--- src/rtl/dat_pkg.sv ---
// Shared types and constants for the deadline alarm table.
package dat_pkg;

	localparam int DEF_SLOTS        = 32;
	localparam int DEF_TIME_BITS    = 48;
	localparam int DEF_HANDLER_BITS = 8;

	localparam int ACTION_W = 2;
	localparam int KIND_W   = 2;
	localparam int CFG_W    = 20;

	localparam logic [CFG_W-1:0] PAST_DUE_RESET = CFG_W'(10);

	localparam logic [ACTION_W-1:0] ACT_INSERT = 2'd0;
	localparam logic [ACTION_W-1:0] ACT_CANCEL = 2'd1;
	localparam logic [ACTION_W-1:0] ACT_CHECK  = 2'd2;

	typedef enum logic [KIND_W-1:0] {
		KIND_FIRED    = 2'd0,
		KIND_UPDATE   = 2'd1,
		KIND_FULL     = 2'd2,
		KIND_NOTFOUND = 2'd3
	} kind_t;

	typedef enum logic [2:0] {
		SC_FREE     = 3'd0,
		SC_MATCH    = 3'd1,
		SC_MIN_ALL  = 3'd2,
		SC_MIN_LIVE = 3'd3,
		SC_DUE      = 3'd4
	} scan_mode_t;

	typedef struct packed {
		logic       load;
		logic       scan_start;
		scan_mode_t scan_mode;
		logic       write_slot;
		logic       clear_slot;
		logic       calc_delay;
		logic       emit;
		kind_t      emit_kind;
		logic       emit_last;
	} cmd_t;

	typedef struct packed {
		logic scan_done;
		logic scan_hit;
		logic can_emit;
	} sts_t;

endpackage

--- src/rtl/deadline_alarm_table.sv ---
// Deadline alarm table top level: controller plus datapath.
//
//   channel   signals                                         direction
//   in        in_valid/in_ready, action, deadline,            request in
//             handler_id, now_time
//   out       out_valid/out_ready, kind, fired_handler,       results out
//             alarm_armed, alarm_delay, last
//   cfg       cfg_we, cfg_wdata (past-due delay)              write only
//
// Every table pass reads one slot a cycle. Insert, cancel or a check that fires
// nothing takes two passes; a check that fires k entries takes k+2 passes.
// Reset clears the occupancy flags at once; there is no clearing pass.
// A stalled out_ready holds the output register and halts the sequence; a new
// request is taken once the final result sits in the output register.
module deadline_alarm_table import dat_pkg::*; #(
	parameter int SLOTS        = DEF_SLOTS,
	parameter int TIME_BITS    = DEF_TIME_BITS,
	parameter int HANDLER_BITS = DEF_HANDLER_BITS
) (
	input  logic                    clk,
	input  logic                    arst_n,
	input  logic                    cfg_we,
	input  logic [CFG_W-1:0]        cfg_wdata,
	input  logic                    in_valid,
	output logic                    in_ready,
	input  logic [ACTION_W-1:0]     action,
	input  logic [TIME_BITS-1:0]    deadline,
	input  logic [HANDLER_BITS-1:0] handler_id,
	input  logic [TIME_BITS-1:0]    now_time,
	output logic                    out_valid,
	input  logic                    out_ready,
	output logic [KIND_W-1:0]       kind,
	output logic [HANDLER_BITS-1:0] fired_handler,
	output logic                    alarm_armed,
	output logic [TIME_BITS-1:0]    alarm_delay,
	output logic                    last
);

	cmd_t cmd;
	sts_t sts;

	dat_ctrl u_ctrl (
		.clk      (clk),
		.arst_n   (arst_n),
		.in_valid (in_valid),
		.in_ready (in_ready),
		.action   (action),
		.sts      (sts),
		.cmd      (cmd)
	);

	dat_dpath #(
		.SLOTS        (SLOTS),
		.TIME_BITS    (TIME_BITS),
		.HANDLER_BITS (HANDLER_BITS)
	) u_dpath (
		.clk           (clk),
		.arst_n        (arst_n),
		.cfg_we        (cfg_we),
		.cfg_wdata     (cfg_wdata),
		.deadline      (deadline),
		.handler_id    (handler_id),
		.now_time      (now_time),
		.cmd           (cmd),
		.sts           (sts),
		.out_ready     (out_ready),
		.out_valid     (out_valid),
		.kind          (kind),
		.fired_handler (fired_handler),
		.alarm_armed   (alarm_armed),
		.alarm_delay   (alarm_delay),
		.last          (last)
	);

endmodule

--- src/rtl/dat_dpath.sv ---
// Datapath: slot memories, scan engine, delay calculation, config and result registers.
module dat_dpath import dat_pkg::*; #(
	parameter int SLOTS        = DEF_SLOTS,
	parameter int TIME_BITS    = DEF_TIME_BITS,
	parameter int HANDLER_BITS = DEF_HANDLER_BITS
) (
	input  logic                    clk,
	input  logic                    arst_n,
	input  logic                    cfg_we,
	input  logic [CFG_W-1:0]        cfg_wdata,
	input  logic [TIME_BITS-1:0]    deadline,
	input  logic [HANDLER_BITS-1:0] handler_id,
	input  logic [TIME_BITS-1:0]    now_time,
	input  cmd_t                    cmd,
	output sts_t                    sts,
	input  logic                    out_ready,
	output logic                    out_valid,
	output logic [KIND_W-1:0]       kind,
	output logic [HANDLER_BITS-1:0] fired_handler,
	output logic                    alarm_armed,
	output logic [TIME_BITS-1:0]    alarm_delay,
	output logic                    last
);

	localparam int IDX_W = (SLOTS > 1) ? $clog2(SLOTS) : 1;
	localparam int CNT_W = $clog2(SLOTS + 1);
	localparam logic [CNT_W-1:0] CNT_END = CNT_W'(SLOTS);

	// request registers
	logic [TIME_BITS-1:0]    req_dl_q;
	logic [HANDLER_BITS-1:0] req_hid_q;
	logic [TIME_BITS-1:0]    req_now_q;
	logic [CFG_W-1:0]        pdd_q;

	// slot storage
	logic [TIME_BITS-1:0]    dl_mem [SLOTS];
	logic [HANDLER_BITS-1:0] hd_mem [SLOTS];
	logic [SLOTS-1:0]        occ_q;

	// scan engine
	logic                    run_q;
	logic [CNT_W-1:0]        cnt_q;
	scan_mode_t              mode_q;
	logic                    rd_en;
	logic [IDX_W-1:0]        rd_idx;
	logic                    rd_v_s1;
	logic [IDX_W-1:0]        idx_s1;
	logic [TIME_BITS-1:0]    dl_s1;
	logic [HANDLER_BITS-1:0] hd_s1;
	logic                    occ_s1;
	logic                    hit_q;
	logic [IDX_W-1:0]        best_idx_q;
	logic [TIME_BITS-1:0]    best_dl_q;
	logic [HANDLER_BITS-1:0] best_hd_q;
	logic                    lt_now;
	logic                    lt_best;
	logic                    eq_req;
	logic                    take;
	logic                    scan_done;
	logic                    do_write;

	// results
	logic [TIME_BITS:0]      dly_sum;
	logic                    out_valid_q;
	kind_t                   out_kind_q;
	logic [HANDLER_BITS-1:0] out_hnd_q;
	logic                    armed_q;
	logic [TIME_BITS-1:0]    delay_q;
	logic                    out_armed_q;
	logic [TIME_BITS-1:0]    out_delay_q;
	logic                    out_last_q;

	assign rd_en     = run_q && (cnt_q != CNT_END);
	assign rd_idx    = cnt_q[IDX_W-1:0];
	assign scan_done = run_q && !rd_en && !rd_v_s1;
	assign do_write  = cmd.write_slot && (req_dl_q != '0);

	assign sts.scan_done = scan_done;
	assign sts.scan_hit  = hit_q;
	assign sts.can_emit  = !out_valid_q || out_ready;

	always_ff @(posedge clk) begin
		if (cmd.load) begin
			req_dl_q  <= deadline;
			req_hid_q <= handler_id;
			req_now_q <= now_time;
		end
	end

	always_ff @(posedge clk or negedge arst_n) begin
		if (!arst_n) begin
			pdd_q <= PAST_DUE_RESET;
		end else if (cfg_we) begin
			pdd_q <= cfg_wdata;
		end
	end

	// a zero deadline on insert leaves the slot free, so nothing is written
	always_ff @(posedge clk) begin
		if (do_write) begin
			dl_mem[best_idx_q] <= req_dl_q;
			hd_mem[best_idx_q] <= req_hid_q;
		end
		if (rd_en) begin
			dl_s1  <= dl_mem[rd_idx];
			hd_s1  <= hd_mem[rd_idx];
			occ_s1 <= occ_q[rd_idx];
		end
		idx_s1 <= rd_idx;
	end

	always_ff @(posedge clk or negedge arst_n) begin
		if (!arst_n) begin
			occ_q <= '0;
		end else begin
			if (do_write) begin
				occ_q[best_idx_q] <= 1'b1;
			end
			if (cmd.clear_slot) begin
				occ_q[best_idx_q] <= 1'b0;
			end
		end
	end

	always_ff @(posedge clk or negedge arst_n) begin
		if (!arst_n) begin
			run_q   <= 1'b0;
			cnt_q   <= '0;
			rd_v_s1 <= 1'b0;
			mode_q  <= SC_MIN_ALL;
		end else begin
			rd_v_s1 <= rd_en;
			if (rd_en) begin
				cnt_q <= cnt_q + CNT_W'(1);
			end
			if (scan_done) begin
				run_q <= 1'b0;
			end
			if (cmd.scan_start) begin
				run_q  <= 1'b1;
				cnt_q  <= '0;
				mode_q <= cmd.scan_mode;
			end
		end
	end

	assign lt_now  = dl_s1 < req_now_q;
	assign lt_best = dl_s1 < best_dl_q;
	assign eq_req  = (dl_s1 == req_dl_q) && (hd_s1 == req_hid_q);

	// first-hit searches keep the lowest slot; minimum searches replace on strictly less
	always_comb begin
		unique case (mode_q)
			SC_FREE:     take = !hit_q && !occ_s1;
			SC_MATCH:    take = !hit_q && occ_s1 && eq_req;
			SC_MIN_ALL:  take = occ_s1 && (!hit_q || lt_best);
			SC_MIN_LIVE: take = occ_s1 && !lt_now && (!hit_q || lt_best);
			SC_DUE:      take = occ_s1 && lt_now && (!hit_q || lt_best);
			default:     take = 1'b0;
		endcase
	end

	always_ff @(posedge clk or negedge arst_n) begin
		if (!arst_n) begin
			hit_q <= 1'b0;
		end else if (cmd.scan_start) begin
			hit_q <= 1'b0;
		end else if (rd_v_s1 && take) begin
			hit_q <= 1'b1;
		end
	end

	always_ff @(posedge clk) begin
		if (rd_v_s1 && take) begin
			best_idx_q <= idx_s1;
			best_dl_q  <= dl_s1;
			best_hd_q  <= hd_s1;
		end
	end

	// earliest minus now plus one; the carry out means saturation
	assign dly_sum = {1'b0, best_dl_q} - {1'b0, req_now_q} + {{TIME_BITS{1'b0}}, 1'b1};

	always_ff @(posedge clk) begin
		if (cmd.calc_delay) begin
			armed_q <= hit_q;
			if (!hit_q) begin
				delay_q <= '0;
			end else if (req_now_q < best_dl_q) begin
				delay_q <= dly_sum[TIME_BITS] ? {TIME_BITS{1'b1}} : dly_sum[TIME_BITS-1:0];
			end else begin
				delay_q <= TIME_BITS'(pdd_q);
			end
		end
	end

	always_ff @(posedge clk or negedge arst_n) begin
		if (!arst_n) begin
			out_valid_q <= 1'b0;
		end else if (cmd.emit) begin
			out_valid_q <= 1'b1;
		end else if (out_ready) begin
			out_valid_q <= 1'b0;
		end
	end

	always_ff @(posedge clk) begin
		if (cmd.emit) begin
			out_kind_q  <= cmd.emit_kind;
			out_hnd_q   <= (cmd.emit_kind == KIND_FIRED) ? best_hd_q : '0;
			out_armed_q <= armed_q;
			out_delay_q <= delay_q;
			out_last_q  <= cmd.emit_last;
		end
	end

	assign out_valid     = out_valid_q;
	assign kind          = out_kind_q;
	assign fired_handler = out_hnd_q;
	assign alarm_armed   = out_armed_q;
	assign alarm_delay   = out_delay_q;
	assign last          = out_last_q;

	a_clear_occupied: assert property (@(posedge clk) disable iff (!arst_n)
		cmd.clear_slot |-> occ_q[best_idx_q])
		else $error("clearing a free slot");

	a_write_free: assert property (@(posedge clk) disable iff (!arst_n)
		cmd.write_slot |-> !occ_q[best_idx_q])
		else $error("insert into an occupied slot");

	a_start_idle: assert property (@(posedge clk) disable iff (!arst_n)
		cmd.scan_start |-> (!run_q || scan_done))
		else $error("scan started while another is running");

	a_done_stops: assert property (@(posedge clk) disable iff (!arst_n)
		(scan_done && !cmd.scan_start) |=> !run_q)
		else $error("scan still running after done");

endmodule

--- src/rtl/dat_ctrl.sv ---
// Controller: sequences scans, table updates and result emission per request.
module dat_ctrl import dat_pkg::*; (
	input  logic                clk,
	input  logic                arst_n,
	input  logic                in_valid,
	output logic                in_ready,
	input  logic [ACTION_W-1:0] action,
	input  sts_t                sts,
	output cmd_t                cmd
);

	typedef enum logic [7:0] {
		S_IDLE  = 8'b0000_0001,
		S_FREE  = 8'b0000_0010,
		S_MATCH = 8'b0000_0100,
		S_MIN   = 8'b0000_1000,
		S_DLY   = 8'b0001_0000,
		S_DUE   = 8'b0010_0000,
		S_FIRE  = 8'b0100_0000,
		S_FIN   = 8'b1000_0000
	} state_t;

	state_t state_q, state_d;
	logic   chk_q, chk_d;
	kind_t  kind_q, kind_d;

	always_comb begin
		state_d  = state_q;
		chk_d    = chk_q;
		kind_d   = kind_q;
		cmd      = '0;
		in_ready = 1'b0;
		unique case (state_q)
			S_IDLE: begin
				in_ready = 1'b1;
				if (in_valid) begin
					cmd.load       = 1'b1;
					cmd.scan_start = 1'b1;
					kind_d         = KIND_UPDATE;
					chk_d          = (action == ACT_CHECK);
					unique case (action)
						ACT_INSERT: begin
							cmd.scan_mode = SC_FREE;
							state_d       = S_FREE;
						end
						ACT_CANCEL: begin
							cmd.scan_mode = SC_MATCH;
							state_d       = S_MATCH;
						end
						// entries already due are left out: they fire before the update
						ACT_CHECK: begin
							cmd.scan_mode = SC_MIN_LIVE;
							state_d       = S_MIN;
						end
						default: begin
							cmd.scan_mode = SC_MIN_ALL;
							state_d       = S_MIN;
						end
					endcase
				end
			end
			S_FREE: begin
				if (sts.scan_done) begin
					cmd.write_slot = sts.scan_hit;
					kind_d         = sts.scan_hit ? KIND_UPDATE : KIND_FULL;
					cmd.scan_start = 1'b1;
					cmd.scan_mode  = SC_MIN_ALL;
					state_d        = S_MIN;
				end
			end
			S_MATCH: begin
				if (sts.scan_done) begin
					cmd.clear_slot = sts.scan_hit;
					kind_d         = sts.scan_hit ? KIND_UPDATE : KIND_NOTFOUND;
					cmd.scan_start = 1'b1;
					cmd.scan_mode  = SC_MIN_ALL;
					state_d        = S_MIN;
				end
			end
			S_MIN: begin
				if (sts.scan_done) begin
					state_d = S_DLY;
				end
			end
			S_DLY: begin
				cmd.calc_delay = 1'b1;
				if (chk_q) begin
					cmd.scan_start = 1'b1;
					cmd.scan_mode  = SC_DUE;
					state_d        = S_DUE;
				end else begin
					state_d = S_FIN;
				end
			end
			S_DUE: begin
				if (sts.scan_done) begin
					state_d = sts.scan_hit ? S_FIRE : S_FIN;
				end
			end
			S_FIRE: begin
				if (sts.can_emit) begin
					cmd.emit       = 1'b1;
					cmd.emit_kind  = KIND_FIRED;
					cmd.clear_slot = 1'b1;
					cmd.scan_start = 1'b1;
					cmd.scan_mode  = SC_DUE;
					state_d        = S_DUE;
				end
			end
			S_FIN: begin
				if (sts.can_emit) begin
					cmd.emit      = 1'b1;
					cmd.emit_kind = kind_q;
					cmd.emit_last = 1'b1;
					state_d       = S_IDLE;
				end
			end
			default: begin
				state_d = S_IDLE;
			end
		endcase
	end

	always_ff @(posedge clk or negedge arst_n) begin
		if (!arst_n) begin
			state_q <= S_IDLE;
			chk_q   <= 1'b0;
			kind_q  <= KIND_UPDATE;
		end else begin
			state_q <= state_d;
			chk_q   <= chk_d;
			kind_q  <= kind_d;
		end
	end

	a_emit_room: assert property (@(posedge clk) disable iff (!arst_n)
		cmd.emit |-> sts.can_emit)
		else $error("result emitted into a full output register");

	a_scan_not_instant: assert property (@(posedge clk) disable iff (!arst_n)
		cmd.scan_start |=> !sts.scan_done)
		else $error("scan reported done right after start");

	a_last_frees_input: assert property (@(posedge clk) disable iff (!arst_n)
		(cmd.emit && cmd.emit_last) |=> in_ready)
		else $error("not ready for a new request after the final result");

endmodule

--- config.mk ---
export PLATFORM = sky130hd
export DESIGN_NAME = deadline_alarm_table
export DESIGN_NICKNAME = d
export VERILOG_FILES = /design/src/rtl/dat_pkg.sv /design/src/rtl/deadline_alarm_table.sv /design/src/rtl/dat_dpath.sv /design/src/rtl/dat_ctrl.sv
export SDC_FILE = /design/constraint.sdc
export NUM_CORES = 2
export LEC_CHECK = 0
export BUFFER_PORTS_ARGS = -buffer_cell sky130_fd_sc_hd__clkbuf_2
export CAP_MARGIN = 0
export CORE_MARGIN = 2
export CORE_UTILIZATION = 40
export DETAILED_ROUTE_END_ITERATION = 6
export MAX_ROUTING_LAYER = met4
export SLEW_MARGIN = 25
export SYNTH_ARGS = -nofsm -noshare
export SYNTH_HDL_FRONTEND = slang
export SYNTH_SLANG_ARGS = --single-unit
--- constraint.sdc ---
create_clock -name clk -period 6.45 [get_ports clk]
set_input_delay 1.935 -clock clk [delete_from_list [all_inputs] [get_ports clk]]
set_output_delay 1.935 -clock clk [all_outputs]
set_load 0.02 [all_outputs]
### After elaboration in Yosys (flattened, before gate mapping)

Memories as Yosys holds them, arrays and structs flattened. A register that Yosys moved wholly into a read port is not among the register bits.
Index checks and enable logic that the tools add are counted.

| storage, ports and cells | value |
|---|---|
| input bits | 131 |
| word-level logic and storage cells | 155 |
| RAM bits | 1792 |
| output and inout bits | 62 |
| register bits after elaboration | 356 |
| bits in read-only memories | 0 |
| memories kept | 2 |
| latch bits | 0 |

| operators by class | value |
|---|---|
| shifts and indexed selects | 0 |
| reductions and logical operators | 37 |
| muxes and demuxes | 52 |
| $lt $le $gt $ge | 6 |
| div/mod/pow operators | 0 |
| $mul | 0 |
| add/subtract/negate cells | 3 |
| eq/ne operators | 25 |
| bitwise gates (word level) | 3 |

Memory list:

| memory | words | bits a word | read ports | clocked after memory_dff | wr ports | RTL line | source |
|---|---|---|---|---|---|---|---|
| u_dpath.dl_mem | 32 | 48 | 1 | 1 | 1 | dat_dpath.sv:36 | `logic [TIME_BITS-1:0] dl_mem [SLOTS];` |
| u_dpath.hd_mem | 32 | 8 | 1 | 1 | 1 | dat_dpath.sv:37 | `logic [HANDLER_BITS-1:0] hd_mem [SLOTS];` |

Operators by type and width:

| cell | number |
|---|---|
| 48-bit less-than comparator | 3 |
| 32-bit two-way mux | 2 |
| 8-bit two-way mux | 8 |
| 8-bit case mux with 7 select lines | 1 |
| 49-bit by 1-bit adder with 49-bit output, second input constant | 1 |
| 48-bit by 48-bit subtractor with 49-bit output | 1 |
| 48-bit equality test | 1 |
| 48-bit two-way mux | 1 |
| 48-bit nonzero test | 1 |
| 32-bit bitwise AND | 1 |
| 32-bit inverter | 1 |
| 32-bit bitwise OR | 1 |
| 20-bit two-way mux | 1 |
| 4-bit case mux with 5 select lines | 1 |
| 1-bit two-way mux | 16 |
| 4-bit two-way mux | 4 |
| 1-bit logical AND | 15 |
| 5-bit by 6-bit less-than comparator with 1-bit output, second input constant | 2 |
| 6-bit two-way mux | 2 |
| 2-bit case mux with 3 select lines | 2 |
| 2-bit two-way mux | 5 |
| 5-bit two-way mux | 2 |
| 2-bit by 1-bit inequality test with 1-bit output, second input constant | 5 |
| 8-bit by 1-bit equality test with 1-bit output, second input constant | 1 |
| 34 further kinds | 48 |

### Longest topological paths before layout

| depth | value |
|---|---|
| depth in word-level cells | 11 |
| depth in mapped cells | 16 |
| mapped depth without buffers | 16 |

### Hierarchy

From an unflattened synthesis, not the netlist that was laid out.

| second synthesis, totals | value |
|---|---|
| cell total of the unflattened synthesis | 4316 |
| area, all modules | 89447.0 µm² |

Modules (own cells, without submodules):

| module | area an instance (µm²) | cells an instance | seq. area each (µm²) | instances |
|---|---|---|---|---|
| dat_dpath | 88575.0 | 4215 | 65481.6 | 1 |
| dat_ctrl | 872.1 | 101 | 277.8 | 1 |

### Worst setup path after synthesis

Ideal clock, no wire load.

| timing | value |
|---|---|
| path kind | input-to-reg |
| from | input port in_valid |
| to | register u_dpath.cnt_q[0] |
| library setup time | 0.133 ns |
| required time | 6.317 ns |
| arrival time | 7.737 ns |
| path slack | -1.420 ns |
| buffers on the path | 0 |
| stages on the path | 5 |
| cells stage by stage | inv_1 > nor2_1 > nor2_1 > nand2_1 > nor2_1 |

| on the way | value |
|---|---|
| longest elaborated chain between the ends | 3 |
| elaborated cells on any way between the ends | 4 |
| classes of those cells | mux (3); reduce/logical (1) |

RTL lines:

| element | RTL line | source |
|---|---|---|
| start: declaration | deadline_alarm_table.sv:24 | `input logic in_valid,` |
| 5-bit two-way mux * | dat_ctrl.sv:36 | `if (in_valid) begin` |
| 4-bit case mux with 5 select lines * | dat_ctrl.sv:33 | `unique case (state_q)` |
| 6-bit two-way mux / 2-bit nonzero test (equally long branches) | - |  |
| end signal: assignment | dat_dpath.sv:134 | `cnt_q <= cnt_q + CNT_W'(1);` |
| end: declaration | dat_dpath.sv:42 | `logic [CNT_W-1:0] cnt_q;` |

Mark *: on every way between the ends. The rest lies on a longest branch, timed or not.
A chain may end at the register's enable or synchronous reset.

### Worst setup path in the final report

| timing | value |
|---|---|
| from | register u_dpath.cnt_q[1] |
| to | memory u_dpath.dl_mem[28][30] (netlist name) (enable) |

| on the way | value |
|---|---|
| longest elaborated chain between the ends | 10 |

RTL lines:

| element | RTL line | source |
|---|---|---|
| 6-bit inequality test | dat_dpath.sv:73 | `assign rd_en = run_q && (cnt_q != CNT_END);` |
| 1-bit logical AND | dat_dpath.sv:73 |  |
| 1-bit zero test | dat_dpath.sv:75 | `assign scan_done = run_q && !rd_en && !rd_v_s1;` |
| 1-bit logical AND (2 in a row) | dat_dpath.sv:75 |  |
| 5-bit two-way mux | dat_ctrl.sv:63 | `if (sts.scan_done) begin` |
| 1-bit two-way mux | dat_ctrl.sv:33 |  |
| 1-bit logical AND | dat_dpath.sv:76 | `assign do_write = cmd.write_slot && (req_dl_q != '0);` |
| 1-bit two-way mux | dat_dpath.sv:100 | `if (do_write) begin` |
| 1-bit two-way mux (implied by the code) | dat_dpath.sv:101 | `dl_mem[best_idx_q] <= req_dl_q;` |
| end: declaration | dat_dpath.sv:36 |  |

No other way between the ends.

==> results.json <==
{
  "dpl.cell_count": 7425,
  "antennaDiodeCount": 0,
  "clockPowerShare_pct": 28.6,
  "synth.avg_cell_area_um2": 20.8,
  "dpl_worst_slack_ns": 1.60,
  "drtAntennaViolNets": 0,
  "die_y_um": 476,
  "io_buffer_count": 192,
  "crit_type": "reg -> reg",
  "timing.final.crit_share_pct": 75.1,
  "finalSetupViolations": 0,
  "cts.sinks": 2204,
  "reg2reg_to": "u_dpath.dl_mem[28][30]",
  "rr_worst_depth": 10,
  "synth.distinct_cells": 74,
  "cap_violations": 0,
  "cts_hold_buf": 0,
  "viasPerCell": 5.69,
  "grt_pass1_wl_um": 328000,
  "post-route-min-period_ns": 4.84,
  "grt_use_met2_pct": 31.6,
  "outcome": "completed",
  "p_per_area_nw_per_um2": 443,
  "p_seq_share_pct": 41.5,
  "setup_ws_ns": 1.61,
  "maxSlewViolCount": 0,
  "core_um2": 222000,
  "die_width_um": 476,
  "start_kind": "flop",
  "multi_input_area_um2": 22400,
  "power_w": 0.0454,
  "layout_common_cells": "edfxtp_1, mux4_2, ha_1, clkbuf_16, clkbuf_2",
  "synth-seq-cells": 2204,
  "vias": 44571,
  "cts_buffers": 221,
  "busiest_layer": "met2",
  "crit_path_end_kind": "flop",
  "syn_to_final_growth_pct": 15.2,
  "yosys_warnings": 0,
  "grtUsageTotal_pct": 20.9,
  "crit_family": "simple AND/OR/NAND/NOR gates",
  "hold_class": "reg -> reg",
  "hpwl_um": 134000,
  "rsz0062_at_grt": "no",
  "root_buffer": "clkbuf_16",
  "wl_per_cell_um": 29.3,
  "firstDrtPassIters": 5,
  "syn-cell-area_um2": 88900,
  "cts_buffer_depth": 3,
  "drt_wl_total_um": 230000,
  "dpl_cell_area_um2": 95100,
  "final_common_cell": "edfxtp_1",
  "critPathSlowestCell": "dfrtp_4",
  "finalClockSkew_ns": 0.0657,
  "r2r_slack_ns": 1.61,
  "async_flop_share_pct": 3.45,
  "p_comb_share_pct": 30.0,
  "syn_nets": 4646,
  "max_freq_ghz": 0.206,
  "required_ns": 6.91,
  "min-delay-start": "u_dpath.delay_q[7]",
  "swShare_pct": 31.8,
  "synth-edff-count": 2123,
  "tightest_slew_ns": 1.06,
  "cts_tree": "yes",
  "use_met1_pct": 30.3,
  "antenna_found_initial": 4,
  "first_global_vias": 44355,
  "cts_resized": 0,
  "hold_viol": 0,
  "slew_headroom_pct": 29.1,
  "layout-drive-gt1-share_pct": 28.5,
  "holdPathStages": 0,
  "seq_area_um2": 65800,
  "htreeDepth": 4,
  "io_pins": 193,
  "grt_max_degree": 125,
  "fill_cells": 18444,
  "switchingPower_w": 0.0145,
  "p_int_w": 0.0310,
  "final_cells": 7839,
  "cp_data_arrival_time_ns": 5.30,
  "cts.clk_slew.worst_paths_ns": 0.06,
  "dieArea_um2": 226000,
  "clock_latency_ns": 0.88,
  "met3_usage_pct": 2.82,
  "critical_path.most_common_cell": "nand2_1",
  "synth_ff_type": "edfxtp_1",
  "yosysSeqAreaShare_pct": 73.9,
  "total_leakage_power_nw": 33.7,
  "setup_tns_ns": 0,
  "peakVddDrop_v": 0.000557,
  "cpPeakStageDelay_ns": 0.81,
  "hold-path-endpoint": "u_dpath.alarm_delay[7]",
  "cp_max_fo": 63,
  "grt_remaining_overflow": 0,
  "rows": 173,
  "worstReg2RegStart": "u_dpath.cnt_q[1]",
  "netlist_instances": 4271,
  "initial_core_util_pct": 40.1,
  "critPathBufInv": 2,
  "final_cell_area_um2": 102000,
  "postCtsSetupBuffers": 0,
  "drt_iter0_drc": 4988,
  "nNetsFinal": 5050,
  "route.detailed.drc": 0,
  "path_cells": "inv_1 -> ha_1 -> nor4b_1 -> nand2_1 -> nor3b_1 -> nand4b_1 -> nor3_1 -> nand2_1 -> nor2_4 -> buf_12",
  "gp_congestion": 0.859
}
## power by group through the flow
stage | logic [W] | registers (W) | clock network [W]
floorplan | 0.00936 | 0.0186 | 0
detailed placement | 0.0137 | 0.0191 | 0
global route | 0.0147 | 0.0189 | 0.0138
CTS | 0.0137 | 0.0188 | 0.0132
finish | 0.0136 | 0.0188 | 0.0130
global placement | 0.0135 | 0.0191 | 0
## cells by family (layout without fill, tap and decap cells)
family / count (synthesis) / count (layout) / synth area share [%]
flops: 2204 / 2204 / 73.9
mux: 650 / 650 / 15.4
compound gates: 396 / 396 / 2.76
simple gates: 387 / 387 / 2.24
buf+inv: 302 / 895 / 1.30
fa+ha+maj: 244 / 244 / 3.45
xor+xnor: 88 / 88 / 0.867
## worst max path at each step
stage / to / from / slack (ns) / cells after the start
global placement: u_dpath.occ_q[8] / u_dpath.req_dl_q[1] / 0.98 / 10
floorplan: u_dpath.cnt_q[0] / in_valid / 0.61 / 5
global route: u_dpath.dl_mem[28][30] / u_dpath.cnt_q[1] / 1.30 / 10
CTS: u_dpath.dl_mem[28][30] / u_dpath.cnt_q[1] / 1.56 / 10
detailed placement: u_dpath.dl_mem[28][28] / u_dpath.cnt_q[1] / 1.60 / 10
finish: u_dpath.dl_mem[28][30] / u_dpath.cnt_q[1] / 1.61 / 10
## worst register-to-register path: cells and delay by family, from the launching register on
kind / cells / cell delay [ns]
buffers and inverters: 2 / 0.64
DFF: 1 / 0.81
and+or+nand+nor: 7 / 2.72
adders and majority gates: 1 / 0.16
## stage by stage
| step | utilization [%] | hold WS, ns |
|---|---|---|
| floorplan | - | 0.345 |
| global placement | 42.9 | 0.387 |
| detailed placement | 42.9 | 0.389 |
| CTS | 46.2 | 0.402 |
| global route | 46.2 | 0.406 |
| finish | 46.2 | 0.396 |
## synthesized netlist by cell type, types with 23 or more instances
cell type	count	area, um2
a21o_1	63	473
a21oi_1	145	726
a31oi_1	28	175
buf_1	50	188
clkbuf_1	105	394
dfrtp_1	71	1780
edfxtp_1	2123	63800
ha_1	242	3030
inv_1	141	529
mux2_2	80	901
mux4_2	570	12800
nand2_1	60	225
nand4_1	45	282
nor2_1	123	462
nor4_1	23	144
o21ai_0	68	340
xnor2_1	53	464
xor2_1	35	307
## layout make-up
cell class / count / area share [%]
Clock buffer: 281 / 5.73
Clock inverter: 131 / 1.48
Inverter: 141 / 0.516
Multi-Input combinational cell: 1765 / 21.8
Sequential cell: 2204 / 64.2
Tap cell: 2975 / 3.63
Timing Repair Buffer: 342 / 2.65
## registers in the layout, summed over array words and instances (netlist names), 6 cells and up
register / cells
u_dpath.dl_mem: 1536
u_dpath.hd_mem: 256
u_dpath.alarm_delay: 48
u_dpath.best_dl_q: 48
u_dpath.delay_q: 48
u_dpath.dl_s1: 48
u_dpath.req_dl_q: 48
u_dpath.req_now_q: 48
u_dpath.occ_q: 32
u_dpath.pdd_q: 20
u_ctrl.state_q: 8
u_dpath.best_hd_q: 8
u_dpath.fired_handler: 8
u_dpath.hd_s1: 8
u_dpath.req_hid_q: 8
u_dpath.cnt_q: 6
## routing by layer
layer | up-vias | wire length, um | share of wire (%)
met1 | 23991 | 102000 | 44
met5 | - | 0 | 0
met4 | 0 | 4800 | 2.1
li1 | 18544 | - | -
met2 | 1735 | 108000 | 47
met3 | 301 | 15700 | 6.8
(Power assumes the default switching activity.)
